==> src/design/ergma_pkg.sv <==
// Package for the echo range gate moving average block.
// Holds field widths, the distance scale constant, register indexes and
// the status struct shared by the serial units. Depends on nothing.
package ergma_pkg;

   // Field widths
   localparam int ECHO_W      = 15;
   localparam int DIST_W      = 13;
   localparam int DIST_FULL_W = 14;

   // distance = (echo_us * 17983) >> 16, in 1/16 cm
   localparam int              MUL_W      = 15;
   localparam logic [MUL_W-1:0] DIST_MUL  = 15'd17983;
   localparam int              DIST_SHIFT = 16;
   localparam int              PROD_W     = ECHO_W + MUL_W;

   // Configuration port
   localparam int CSR_INDEX_W = 1;
   localparam int CSR_DATA_W  = 13;

   localparam logic [CSR_INDEX_W-1:0] CSR_MIN_DISTANCE = 1'b0;
   localparam logic [CSR_INDEX_W-1:0] CSR_MAX_DISTANCE = 1'b1;

   localparam logic [DIST_W-1:0] MIN_DISTANCE_RESET = 13'd32;
   localparam logic [DIST_W-1:0] MAX_DISTANCE_RESET = 13'd6400;

   localparam int FILTER_DEPTH_DEFAULT = 8;

   // Status of a multi-cycle serial unit
   typedef struct packed {
      logic busy;
      logic done;
   } unit_stat_type;

endpackage

==> src/design/echo_range_gate_moving_average_core.sv <==
// Top level of the echo range gate moving average block.
// Depends on ergma_pkg, ergma_ram, ergma_mult and ergma_div.
//
//   channel | ports                          | direction | word
//   --------+--------------------------------+-----------+---------------------------
//   req     | req_valid req_stall req_echo_us | in        | echo width, us (0=timeout)
//   rsp     | rsp_valid rsp_stall rsp_*       | out       | valid_res, altitude
//   csr     | csr_write csr_index csr_wdata   | in        | min/max distance write
//
// One word is processed at a time. A rejected word goes through bit-serial
// scaling, the done hand-off, the gate and the output load; the next word
// can then be taken. An accepted word adds the ring write, a read and an
// accumulate step per filled ring entry for the sum, a divide load, the
// bit-serial divide and its done hand-off before the output load.
// Reset is synchronous and clears the ring index, the full flag, the last
// average and the result valid; the ring RAM itself is not cleared.
// A waiting result in the output register does not block a new input word;
// only the final load of the next result waits for rsp_stall to drop.
module echo_range_gate_moving_average_core #(
   parameter int FILTER_DEPTH = ergma_pkg::FILTER_DEPTH_DEFAULT
) (
   input  logic                                clock,
   input  logic                                reset,
   // input words
   input  logic                                req_valid,
   output logic                                req_stall,
   input  logic [ergma_pkg::ECHO_W-1:0]        req_echo_us,
   // result words
   output logic                                rsp_valid,
   input  logic                                rsp_stall,
   output logic                                rsp_valid_res,
   output logic [ergma_pkg::DIST_W-1:0]        rsp_altitude,
   // register writes
   input  logic                                csr_write,
   input  logic [ergma_pkg::CSR_INDEX_W-1:0]   csr_index,
   input  logic [ergma_pkg::CSR_DATA_W-1:0]    csr_wdata
);

   localparam int IDX_W = (FILTER_DEPTH > 1) ? $clog2(FILTER_DEPTH) : 1;
   localparam int CNT_W = $clog2(FILTER_DEPTH + 1);
   localparam int SUM_W = ergma_pkg::DIST_W + $clog2(FILTER_DEPTH);

   typedef enum logic [3:0] {
      ST_IDLE,
      ST_MULT,
      ST_GATE,
      ST_WRITE,
      ST_READ,
      ST_ACC,
      ST_DIV_LOAD,
      ST_DIV,
      ST_OUT
   } state_type;

   state_type state_ff, state_in;

   logic                          echo_zero_ff, echo_zero_in;
   logic                          ok_ff, ok_in;
   logic [IDX_W-1:0]              wr_idx_ff, wr_idx_in;
   logic                          full_ff, full_in;
   logic [CNT_W-1:0]              count_ff, count_in;
   logic [IDX_W-1:0]              rd_idx_ff, rd_idx_in;
   logic [SUM_W-1:0]              sum_ff, sum_in;
   logic [ergma_pkg::DIST_W-1:0]  last_avg_ff, last_avg_in;
   logic [ergma_pkg::DIST_W-1:0]  min_ff, min_in;
   logic [ergma_pkg::DIST_W-1:0]  max_ff, max_in;
   logic                          rsp_valid_ff, rsp_valid_in;
   logic                          rsp_res_ff, rsp_res_in;
   logic [ergma_pkg::DIST_W-1:0]  rsp_alt_ff, rsp_alt_in;

   // unit hookups
   logic                               mult_start;
   ergma_pkg::unit_stat_type           mult_stat;
   logic [ergma_pkg::DIST_FULL_W-1:0]  mult_dist;
   logic                               div_start;
   ergma_pkg::unit_stat_type           div_stat;
   logic [SUM_W-1:0]                   div_quo;
   logic                               ram_we;
   logic [ergma_pkg::DIST_W-1:0]       ram_rdata;

   logic in_range;
   logic wrap;

   ergma_mult u_mult (
      .clock    (clock),
      .reset    (reset),
      .start    (mult_start),
      .width_i  (req_echo_us),
      .stat     (mult_stat),
      .distance (mult_dist)
   );

   ergma_ram #(
      .WIDTH  (ergma_pkg::DIST_W),
      .DEPTH  (FILTER_DEPTH),
      .ADDR_W (IDX_W)
   ) u_ring (
      .clock   (clock),
      .wr_en   (ram_we),
      .wr_addr (wr_idx_ff),
      .wr_data (mult_dist[ergma_pkg::DIST_W-1:0]),
      .rd_addr (rd_idx_ff),
      .rd_data (ram_rdata)
   );

   ergma_div #(
      .DIVIDEND_W (SUM_W),
      .DIVISOR_W  (CNT_W)
   ) u_div (
      .clock    (clock),
      .reset    (reset),
      .start    (div_start),
      .dividend (sum_ff),
      .divisor  (count_ff),
      .stat     (div_stat),
      .quotient (div_quo)
   );

   // Gate on the full 14-bit distance so an overflowing one fails the max test.
   assign in_range = !echo_zero_ff
                  && (mult_dist >= {1'b0, min_ff})
                  && (mult_dist <= {1'b0, max_ff});
   assign wrap     = (wr_idx_ff == IDX_W'(FILTER_DEPTH - 1));

   assign mult_start = (state_ff == ST_IDLE) && req_valid;
   assign div_start  = (state_ff == ST_DIV_LOAD);
   assign ram_we     = (state_ff == ST_WRITE);

   always_comb begin
      state_in     = state_ff;
      echo_zero_in = echo_zero_ff;
      ok_in        = ok_ff;
      wr_idx_in    = wr_idx_ff;
      full_in      = full_ff;
      count_in     = count_ff;
      rd_idx_in    = rd_idx_ff;
      sum_in       = sum_ff;
      last_avg_in  = last_avg_ff;
      min_in       = min_ff;
      max_in       = max_ff;
      rsp_res_in   = rsp_res_ff;
      rsp_alt_in   = rsp_alt_ff;

      // drop the result word once it is taken
      rsp_valid_in = rsp_valid_ff && rsp_stall;

      if (csr_write) begin
         case (csr_index)
            ergma_pkg::CSR_MIN_DISTANCE: min_in = csr_wdata;
            ergma_pkg::CSR_MAX_DISTANCE: max_in = csr_wdata;
            default: ;
         endcase
      end

      case (state_ff)
         ST_IDLE: begin
            if (req_valid) begin
               echo_zero_in = (req_echo_us == '0);
               state_in     = ST_MULT;
            end
         end
         ST_MULT: begin
            if (mult_stat.done) begin
               state_in = ST_GATE;
            end
         end
         ST_GATE: begin
            ok_in    = in_range;
            state_in = in_range ? ST_WRITE : ST_OUT;
         end
         ST_WRITE: begin
            // advance the ring pointer; count covers the slot just written
            wr_idx_in = wrap ? '0 : wr_idx_ff + IDX_W'(1);
            full_in   = full_ff || wrap;
            count_in  = (full_ff || wrap) ? CNT_W'(FILTER_DEPTH)
                                          : CNT_W'(wr_idx_ff) + CNT_W'(1);
            rd_idx_in = '0;
            sum_in    = '0;
            state_in  = ST_READ;
         end
         ST_READ: begin
            state_in = ST_ACC;
         end
         ST_ACC: begin
            sum_in = sum_ff + SUM_W'(ram_rdata);
            if (CNT_W'(rd_idx_ff) + CNT_W'(1) == count_ff) begin
               state_in = ST_DIV_LOAD;
            end else begin
               rd_idx_in = rd_idx_ff + IDX_W'(1);
               state_in  = ST_READ;
            end
         end
         ST_DIV_LOAD: begin
            state_in = ST_DIV;
         end
         ST_DIV: begin
            if (div_stat.done) begin
               last_avg_in = div_quo[ergma_pkg::DIST_W-1:0];
               state_in    = ST_OUT;
            end
         end
         ST_OUT: begin
            // hold until the output register is free
            if (!rsp_valid_ff || !rsp_stall) begin
               rsp_valid_in = 1'b1;
               rsp_res_in   = ok_ff;
               rsp_alt_in   = last_avg_ff;
               state_in     = ST_IDLE;
            end
         end
         default: begin
            state_in = ST_IDLE;
         end
      endcase
   end

   always_ff @(posedge clock) begin
      if (reset) begin
         state_ff     <= ST_IDLE;
         wr_idx_ff    <= '0;
         full_ff      <= 1'b0;
         last_avg_ff  <= '0;
         min_ff       <= ergma_pkg::MIN_DISTANCE_RESET;
         max_ff       <= ergma_pkg::MAX_DISTANCE_RESET;
         rsp_valid_ff <= 1'b0;
      end else begin
         state_ff     <= state_in;
         wr_idx_ff    <= wr_idx_in;
         full_ff      <= full_in;
         last_avg_ff  <= last_avg_in;
         min_ff       <= min_in;
         max_ff       <= max_in;
         rsp_valid_ff <= rsp_valid_in;
      end
      echo_zero_ff <= echo_zero_in;
      ok_ff        <= ok_in;
      count_ff     <= count_in;
      rd_idx_ff    <= rd_idx_in;
      sum_ff       <= sum_in;
      rsp_res_ff   <= rsp_res_in;
      rsp_alt_ff   <= rsp_alt_in;
   end

   assign req_stall     = (state_ff != ST_IDLE);
   assign rsp_valid     = rsp_valid_ff;
   assign rsp_valid_res = rsp_res_ff;
   assign rsp_altitude  = rsp_alt_ff;

endmodule

==> src/design/ergma_ram.sv <==
// Generic single-write, single-read RAM with registered read data.
// Depends on nothing.
module ergma_ram #(
   parameter int WIDTH  = 13,
   parameter int DEPTH  = 8,
   parameter int ADDR_W = 3
) (
   input  logic              clock,
   input  logic              wr_en,
   input  logic [ADDR_W-1:0] wr_addr,
   input  logic [WIDTH-1:0]  wr_data,
   input  logic [ADDR_W-1:0] rd_addr,
   output logic [WIDTH-1:0]  rd_data
);

   logic [WIDTH-1:0] mem_ff [DEPTH];
   logic [WIDTH-1:0] rd_data_ff;

   always_ff @(posedge clock) begin
      if (wr_en) begin
         mem_ff[wr_addr] <= wr_data;
      end
      rd_data_ff <= mem_ff[rd_addr];
   end

   assign rd_data = rd_data_ff;

endmodule

==> src/design/ergma_mult.sv <==
// Bit-serial distance scaler: echo width times the fixed scale factor,
// one multiplier bit per cycle. Depends on ergma_pkg.
module ergma_mult (
   input  logic                                  clock,
   input  logic                                  reset,
   input  logic                                  start,
   input  logic [ergma_pkg::ECHO_W-1:0]          width_i,
   output ergma_pkg::unit_stat_type              stat,
   output logic [ergma_pkg::DIST_FULL_W-1:0]     distance
);

   localparam int CNT_W = $clog2(ergma_pkg::ECHO_W + 1);

   logic [ergma_pkg::PROD_W-1:0] prod_ff, prod_in;
   logic [CNT_W-1:0]             cnt_ff, cnt_in;
   logic                         busy_ff, busy_in;
   logic                         done_ff, done_in;

   logic [ergma_pkg::MUL_W-1:0] upper;
   logic [ergma_pkg::MUL_W-1:0] addend;
   logic [ergma_pkg::MUL_W:0]   psum;

   always_comb begin
      upper   = prod_ff[ergma_pkg::PROD_W-1:ergma_pkg::ECHO_W];
      addend  = prod_ff[0] ? ergma_pkg::DIST_MUL : '0;
      psum    = {1'b0, upper} + {1'b0, addend};
      prod_in = prod_ff;
      cnt_in  = cnt_ff;
      busy_in = busy_ff;
      done_in = 1'b0;
      if (start) begin
         prod_in = {{ergma_pkg::MUL_W{1'b0}}, width_i};
         cnt_in  = CNT_W'(ergma_pkg::ECHO_W);
         busy_in = 1'b1;
      end else if (busy_ff) begin
         // add on the low bit, then shift right
         prod_in = {psum, prod_ff[ergma_pkg::ECHO_W-1:1]};
         cnt_in  = cnt_ff - CNT_W'(1);
         if (cnt_ff == CNT_W'(1)) begin
            busy_in = 1'b0;
            done_in = 1'b1;
         end
      end
   end

   always_ff @(posedge clock) begin
      if (reset) begin
         busy_ff <= 1'b0;
         done_ff <= 1'b0;
         cnt_ff  <= '0;
      end else begin
         busy_ff <= busy_in;
         done_ff <= done_in;
         cnt_ff  <= cnt_in;
      end
      prod_ff <= prod_in;
   end

   assign stat.busy = busy_ff;
   assign stat.done = done_ff;
   assign distance  = prod_ff[ergma_pkg::PROD_W-1:ergma_pkg::DIST_SHIFT];

endmodule

==> src/design/ergma_div.sv <==
// Restoring serial divider, one quotient bit per cycle.
// Depends on ergma_pkg.
module ergma_div #(
   parameter int DIVIDEND_W = 16,
   parameter int DIVISOR_W  = 4
) (
   input  logic                      clock,
   input  logic                      reset,
   input  logic                      start,
   input  logic [DIVIDEND_W-1:0]     dividend,
   input  logic [DIVISOR_W-1:0]      divisor,
   output ergma_pkg::unit_stat_type  stat,
   output logic [DIVIDEND_W-1:0]     quotient
);

   localparam int STEP_W = $clog2(DIVIDEND_W + 1);

   logic [DIVIDEND_W-1:0] quo_ff, quo_in;
   logic [DIVISOR_W-1:0]  rem_ff, rem_in;
   logic [DIVISOR_W-1:0]  dvs_ff, dvs_in;
   logic [STEP_W-1:0]     cnt_ff, cnt_in;
   logic                  busy_ff, busy_in;
   logic                  done_ff, done_in;

   logic [DIVISOR_W:0] trial;
   logic [DIVISOR_W:0] diff;
   logic               fits;

   always_comb begin
      trial   = {rem_ff, quo_ff[DIVIDEND_W-1]};
      diff    = trial - {1'b0, dvs_ff};
      fits    = trial >= {1'b0, dvs_ff};
      quo_in  = quo_ff;
      rem_in  = rem_ff;
      dvs_in  = dvs_ff;
      cnt_in  = cnt_ff;
      busy_in = busy_ff;
      done_in = 1'b0;
      if (start) begin
         quo_in  = dividend;
         rem_in  = '0;
         dvs_in  = divisor;
         cnt_in  = STEP_W'(DIVIDEND_W);
         busy_in = 1'b1;
      end else if (busy_ff) begin
         // bring down one dividend bit, subtract when the divisor fits
         rem_in = fits ? diff[DIVISOR_W-1:0] : trial[DIVISOR_W-1:0];
         quo_in = {quo_ff[DIVIDEND_W-2:0], fits};
         cnt_in = cnt_ff - STEP_W'(1);
         if (cnt_ff == STEP_W'(1)) begin
            busy_in = 1'b0;
            done_in = 1'b1;
         end
      end
   end

   always_ff @(posedge clock) begin
      if (reset) begin
         busy_ff <= 1'b0;
         done_ff <= 1'b0;
         cnt_ff  <= '0;
      end else begin
         busy_ff <= busy_in;
         done_ff <= done_in;
         cnt_ff  <= cnt_in;
      end
      quo_ff <= quo_in;
      rem_ff <= rem_in;
      dvs_ff <= dvs_in;
   end

   assign stat.busy = busy_ff;
   assign stat.done = done_ff;
   assign quotient  = quo_ff;

endmodule

==> config.mk <==
export PLATFORM = sky130hd
export DESIGN_NAME = echo_range_gate_moving_average_core
export DESIGN_NICKNAME = d
export VERILOG_FILES = /design/src/design/ergma_pkg.sv /design/src/design/echo_range_gate_moving_average_core.sv /design/src/design/ergma_ram.sv /design/src/design/ergma_mult.sv /design/src/design/ergma_div.sv
export SDC_FILE = /design/constraint.sdc
export NUM_CORES = 1
export LEC_CHECK = 0
export BUFFER_PORTS_ARGS = -buffer_cell sky130_fd_sc_hd__buf_2
export CORE_MARGIN = 10
export CORE_UTILIZATION = 30
export CTS_CLUSTER_SIZE = 10
export DETAILED_ROUTE_END_ITERATION = 16
export PLACE_DENSITY = 0.45
export REMOVE_ABC_BUFFERS = 1
export SLEW_MARGIN = 20
export SYNTH_ARGS = -nofsm -noshare
export SYNTH_HDL_FRONTEND = slang
export SYNTH_HIERARCHICAL = 1
export SYNTH_SLANG_ARGS = --single-unit
==> constraint.sdc <==
create_clock -name clock -period 7.2 [get_ports clock]
set_input_delay 0.72 -clock clock [delete_from_list [all_inputs] [get_ports clock]]
set_output_delay 0.72 -clock clock [all_outputs]
set_load 0.05 [all_outputs]
==> results of run 1 <==
==> stage by stage <==
stage                     power [mW]  hold WS [ps]  worst slack [ps]  util (%)
after floorplan                 2.42           400              4610         -
after global placement          2.66           412              4510      32.1
after detailed placement        2.66           413              4430      32.1
after CTS                       4.24           423              4410      34.6
after global routing            4.40           433              4450      34.6
final                           4.18           424              4650      34.6
==> path summary, 6_finish.rpt <==
kind	endpoint	cells after the start	startpoint	slack, ps
worst min register to register	rsp_altitude[3]	0	last_avg_ff[3]	420
worst max register to register	state_ff[1]	8	u_mult/prod_ff[16]	4650
worst min-delay path	rsp_altitude[3]	0	last_avg_ff[3]	420
worst max-delay path	state_ff[1]	8	u_mult/prod_ff[16]	4650
==> power breakdown <==
group,switching [mW],internal [mW]
clock network,0.613,0.943
logic,0.391,0.290
registers,0.138,1.80
total,1.14,3.03
==> worst register-to-register path, cell delays in order (launching register included) <==
cell,delay [ps]
dfxtp_1,640
inv_1,160
ha_1,310
nand4_1,100
or4_1,470
o21a_1,140
a211oi_4,280
o2111ai_1,210
o311ai_1,140
==> placed cells by master, fill, tap and decap left out, types with 5 or more instances in the layout <==
cell type,instances
a211oi_1,5
o22ai_1,6
a31oi_1,7
mux2_2,44
a21oi_1,66
o21ai_0,20
inv_1,52
clkbuf_16,35
xor2_1,12
buf_4,10
nand4_1,9
o21a_1,8
nor2b_1,7
nor4_1,6
nand2_1,120
nand3_1,18
dfxtp_1,93
clkbuf_1,18
mux4_1,24
edfxtp_1,178
nand2b_1,13
ha_1,59
nor3_1,21
xnor2_1,13
nor2_2,6
buf_2,49
and3_1,6
a21o_1,7
nor2_1,46
==> flip-flops by register name, indices dropped and copies added, names as in the netlist, 5 cells and up <==
name,count
u_ring/mem_ff,104
min_ff,13
u_div/cnt_ff,5
last_avg_ff,13
max_ff,13
u_ring/rd_data,13
sum_ff,16
rsp_altitude,13
u_div/quotient,16
u_mult/prod_ff,30
==> cell type report <==
class                   instances  area (µm²)
fillers                      4109       26900
flip-flops and latches        271        7210
multi-input cells             625        4840
clock buffers                  54         957
well taps                     532         666
repair buffers                 59         320
inverters                      53         199
clock inverters                 4        48.8
==> per-layer routing <==
metal / GRT usage, % / up-vias / part of all wire, %
li1: - / 3820 / -
met1: 13.9 / 3695 / 46
met2: 18.7 / 108 / 48
met3: 2.11 / 41 / 3.5
met4: 3.69 / 0 / 2.2
met5: 0 / - / 0
==> results_dict.tcl, run 1 <==
set metrics [dict create \
    grt_max_degree 63 \
    slowest_stage "dfxtp_1" \
    finClkSkew_ps 20.0 \
    grtUsageTotal_pct 11.0 \
    grt_pass1_vias 7862 \
    drt_iter0_drc 491 \
    status "finished clean" \
    grt_antenna_before_repair 1 \
    gp_congestion 0.736 \
    hold_path_class "reg -> reg" \
    cts_hold_buf 0 \
    finalNetCount 1140 \
    antenna_cells 0 \
    die_area_mm2 0.0504 \
    grt_pass1_wl_um 44100 \
    stdcell_area_mm2 0.0142 \
    hold_viol_final 0 \
    setup_tns_ps 0 \
    final_cells 1598 \
    fin_crit_ps 2550 \
    io_pins 50 \
    postSynthCellCount 999 \
    worstPathRequired_ps 7610 \
    arrival_ps 2950 \
    place_area_mm2 0.0132 \
    die_h_um 225 \
    viasPerCell 4.80 \
    cts_tree "built" \
    first_pass_iters 4 \
    cts_resized 0 \
    setup-violations-final 0 \
    synth_warnings 6 \
    core_mm2 0.0411 \
    syn_avg_cell_area_um2 12.6 \
    ant_nets 0 \
    place_inst 1540 \
    cp_cell_sequence "inv_1, ha_1, nand4_1, or4_1, o21a_1, a211oi_4, o2111ai_1, o311ai_1" \
    maxSlewViolCount 0 \
    maxSlewHeadroom_pct 39.4 \
    cp_top_family "compound AO/OA/AOI/OAI gates" \
    critPathBufInv 1 \
    wl_per_cell_um 17.3 \
    worstPathMaxFanout 12 \
    numCtsBuffers 34 \
    root_buffer "clkbuf_16" \
    vdd_drop_max_mv 0.145 \
    clk_pin_slew_worst_paths_ps 60 \
    rsz0062_at_grt "no" \
    io_buffers 49 \
    clock_latency_ps 510 \
    power_leakage_nw 5.12 \
    grt.overflow.total 0 \
    worstSetupStartpointType "flip-flop" \
    path_class "reg -> reg" \
    drc 0 \
    via_count 7664 \
    syn_area_mm2 0.0126 \
    postCtsSetupBuffers 0 \
    worstMarginPinSlew_ps 907 \
    totalWireLength_um 27700 \
    fp.dieW_um 225 \
    critPathMaxStageDelay_ps 640 \
    cp-end-kind "flip-flop" \
    num_rows 74 \
    clock_path_buffers 3 \
    fmax_mhz 393 \
    syn_to_final_growth_pct 13.4 \
    drive_gt1_share_pct 15.9 \
    dpl.hpwl_um 18900 \
    initial_utilization_pct 30.5 \
    power_density_mw_per_mm2 293 \
    cts_max_level 2 \
    maxCapViolCount 0 \
    clkSinkCount 271 \
    fin_crit_sh_pct 35.4 \
]
(Power assumes the default switching activity.)
==> run 2, diff against run 1 <==
ABC_AREA = 1   (was unset)
PLACE_DENSITY = 0.46   (was 0.45)
clock period = 2.28 ns   (was 7.2 ns; I/O delays follow)
==> run 2 against run 1 <==
Against the previous run: clock-buffer cell count is 7 higher; wire length is 8.0% higher; combinational power grew to 4.4 times the previous value; worst setup slack worse by 4400 ps; core utilization is 0.79 points higher; sequential power grew to 3.1 times the previous value.
==> results_dict.tcl, run 2 <==
set metrics [dict create \
    final_common_cell "nand2_1" \
    syn_avg_cell_area_um2 8.78 \
    fillers 4432 \
    top_register "u_ring/mem_ff" \
    hold_viol_final 0 \
    clkSinkCount 271 \
    cp_top_family "compound AO/OA/AOI/OAI gates" \
    setup-violations-final 0 \
    drc 0 \
    arrival_ps 2240 \
    io_buffers 49 \
    fin_ws_ps 295 \
    die_area_mm2 0.0526 \
    clock_latency_ps 510 \
    finClkSkew_ps 15.4 \
    fin_crit_sh_pct 87.0 \
    status "finished clean" \
    place_inst 2118 \
    cts_max_level 2 \
    cp-end-kind "flip-flop" \
    dpl.hpwl_um 20200 \
    fp.dieW_um 229 \
    worstMarginPinSlew_ps 630 \
    worstSetupStartpointType "flip-flop" \
    grt_pass1_wl_um 48800 \
    worstPathMaxFanout 5 \
    critPathBufInv 0 \
    rsz0062_at_grt "no" \
    hold_depth 3 \
    wl_per_cell_um 13.6 \
    via_count 9554 \
    power_leakage_nw 6.90 \
    gp_congestion 0.807 \
    numCtsBuffers 34 \
    grtUsageTotal_pct 11.4 \
    num_rows 76 \
    syn_area_mm2 0.0132 \
    postCtsSetupBuffers 0 \
    grt_antenna_before_repair 0 \
    vdd_drop_max_mv 0.462 \
    totalWireLength_um 29900 \
    grt_pass1_vias 9252 \
    clock_path_buffers 3 \
    postSynthCellCount 1499 \
    antenna_cells 0 \
    finalNetCount 1683 \
    final_cells 2198 \
    power_density_mw_per_mm2 922 \
    grt_max_degree 57 \
    largest_reg_flops 104 \
    first_pass_iters 5 \
    reg_top3 "u_ring/mem_ff x104, u_mult/prod_ff x30" \
    hold_path_class "in -> reg" \
    cts_tree "built" \
    cp.depth 10 \
    maxSlewViolCount 0 \
    clk_pin_slew_worst_paths_ps 50 \
    critPathMaxStageDelay_ps 380 \
    synth_warnings 6 \
    fin_crit_ps 1980 \
    power_mw 14.1 \
    final_util_pct 35.4 \
    root_buffer "clkbuf_16" \
    grt.overflow.total 0 \
    place_ws_ps 228 \
    cp_common_cell "nand2_1" \
    io_pins 50 \
    core_mm2 0.0433 \
    slowest_stage "edfxtp_1" \
    drt_iter0_drc 486 \
    viasPerCell 4.35 \
    path_class "reg -> reg" \
    reg2reg_depth 10 \
    maxCapViolCount 0 \
    maxSlewHeadroom_pct 57.9 \
    syn_to_final_growth_pct 16.5 \
    die_h_um 229 \
    setup_tns_ps 0 \
    final_cell_mix "nand2_1, inv_1, edfxtp_1, nand3_1, dfxtp_1" \
    worstPathRequired_ps 2540 \
    drive_gt1_share_pct 10.2 \
    cp_cell_sequence "ha_1, nand3_1, a21oi_1, nor2_1, o21ai_2, nand2_1, o21ai_1, nand2_1, nand2_1, nor2_1" \
    initial_utilization_pct 30.4 \
    ant_nets 0 \
    fmax_mhz 504 \
]
run 2: cell type report:
type	instances	area [µm²]	share of cell area (%)
sequential	271	7210	47.0
clock inverter	1	3.75	0.0245
timing repair buffer	107	738	4.82
tap	585	732	4.78
inverter	243	922	6.02
multi-input combinational	930	4680	30.5
clock buffer	61	1050	6.83
run 2: worst reg2reg max path, stage by stage (launching register included):
cell and delay (ps):
edfxtp_1 380, ha_1 360, nand3_1 130, a21oi_1 170
nor2_1 80, o21ai_2 190, nand2_1 90, o21ai_1 170
nand2_1 70, nand2_1 50, nor2_1 40
run 2: per-stage QoR:
stage	hold WS [ps]	area, µm²
global placement	415	14100
global route	23.0	15300
CTS	1.57	15300
floorplan	297	12800
finish	20.4	15300
detailed placement	415	14100
run 2: final timing paths:
path,slack (ps),from,endpoint
setup / recovery,300,sum_ff[2],sum_ff[11]
hold / removal,20,csr_wdata[10],max_ff[10]
setup reg to reg,300,sum_ff[2],sum_ff[11]
hold reg to reg,430,last_avg_ff[9],rsp_altitude[9]
run 2: power breakdown:
part | switching, mW | internal (mW)
logic | 1.98 | 1.02
registers | 0.246 | 5.84
clock network | 1.95 | 3.08
total | 4.17 | 9.95
run 2: layer usage:
metal	track usage [%]	share of wire [%]	up-vias
li1	-	-	5018
met1	13.9	45	4358
met2	19.8	49	140
met3	2.16	4.3	38
met4	3.46	1.9	0
met5	0	0	-
run 2: what timing repair did:
item,CTS,global route
hold buffers,18,0
endpoints found under the setup margin,0,2
endpoints found under the hold margin,23,0
resized for setup,0,3
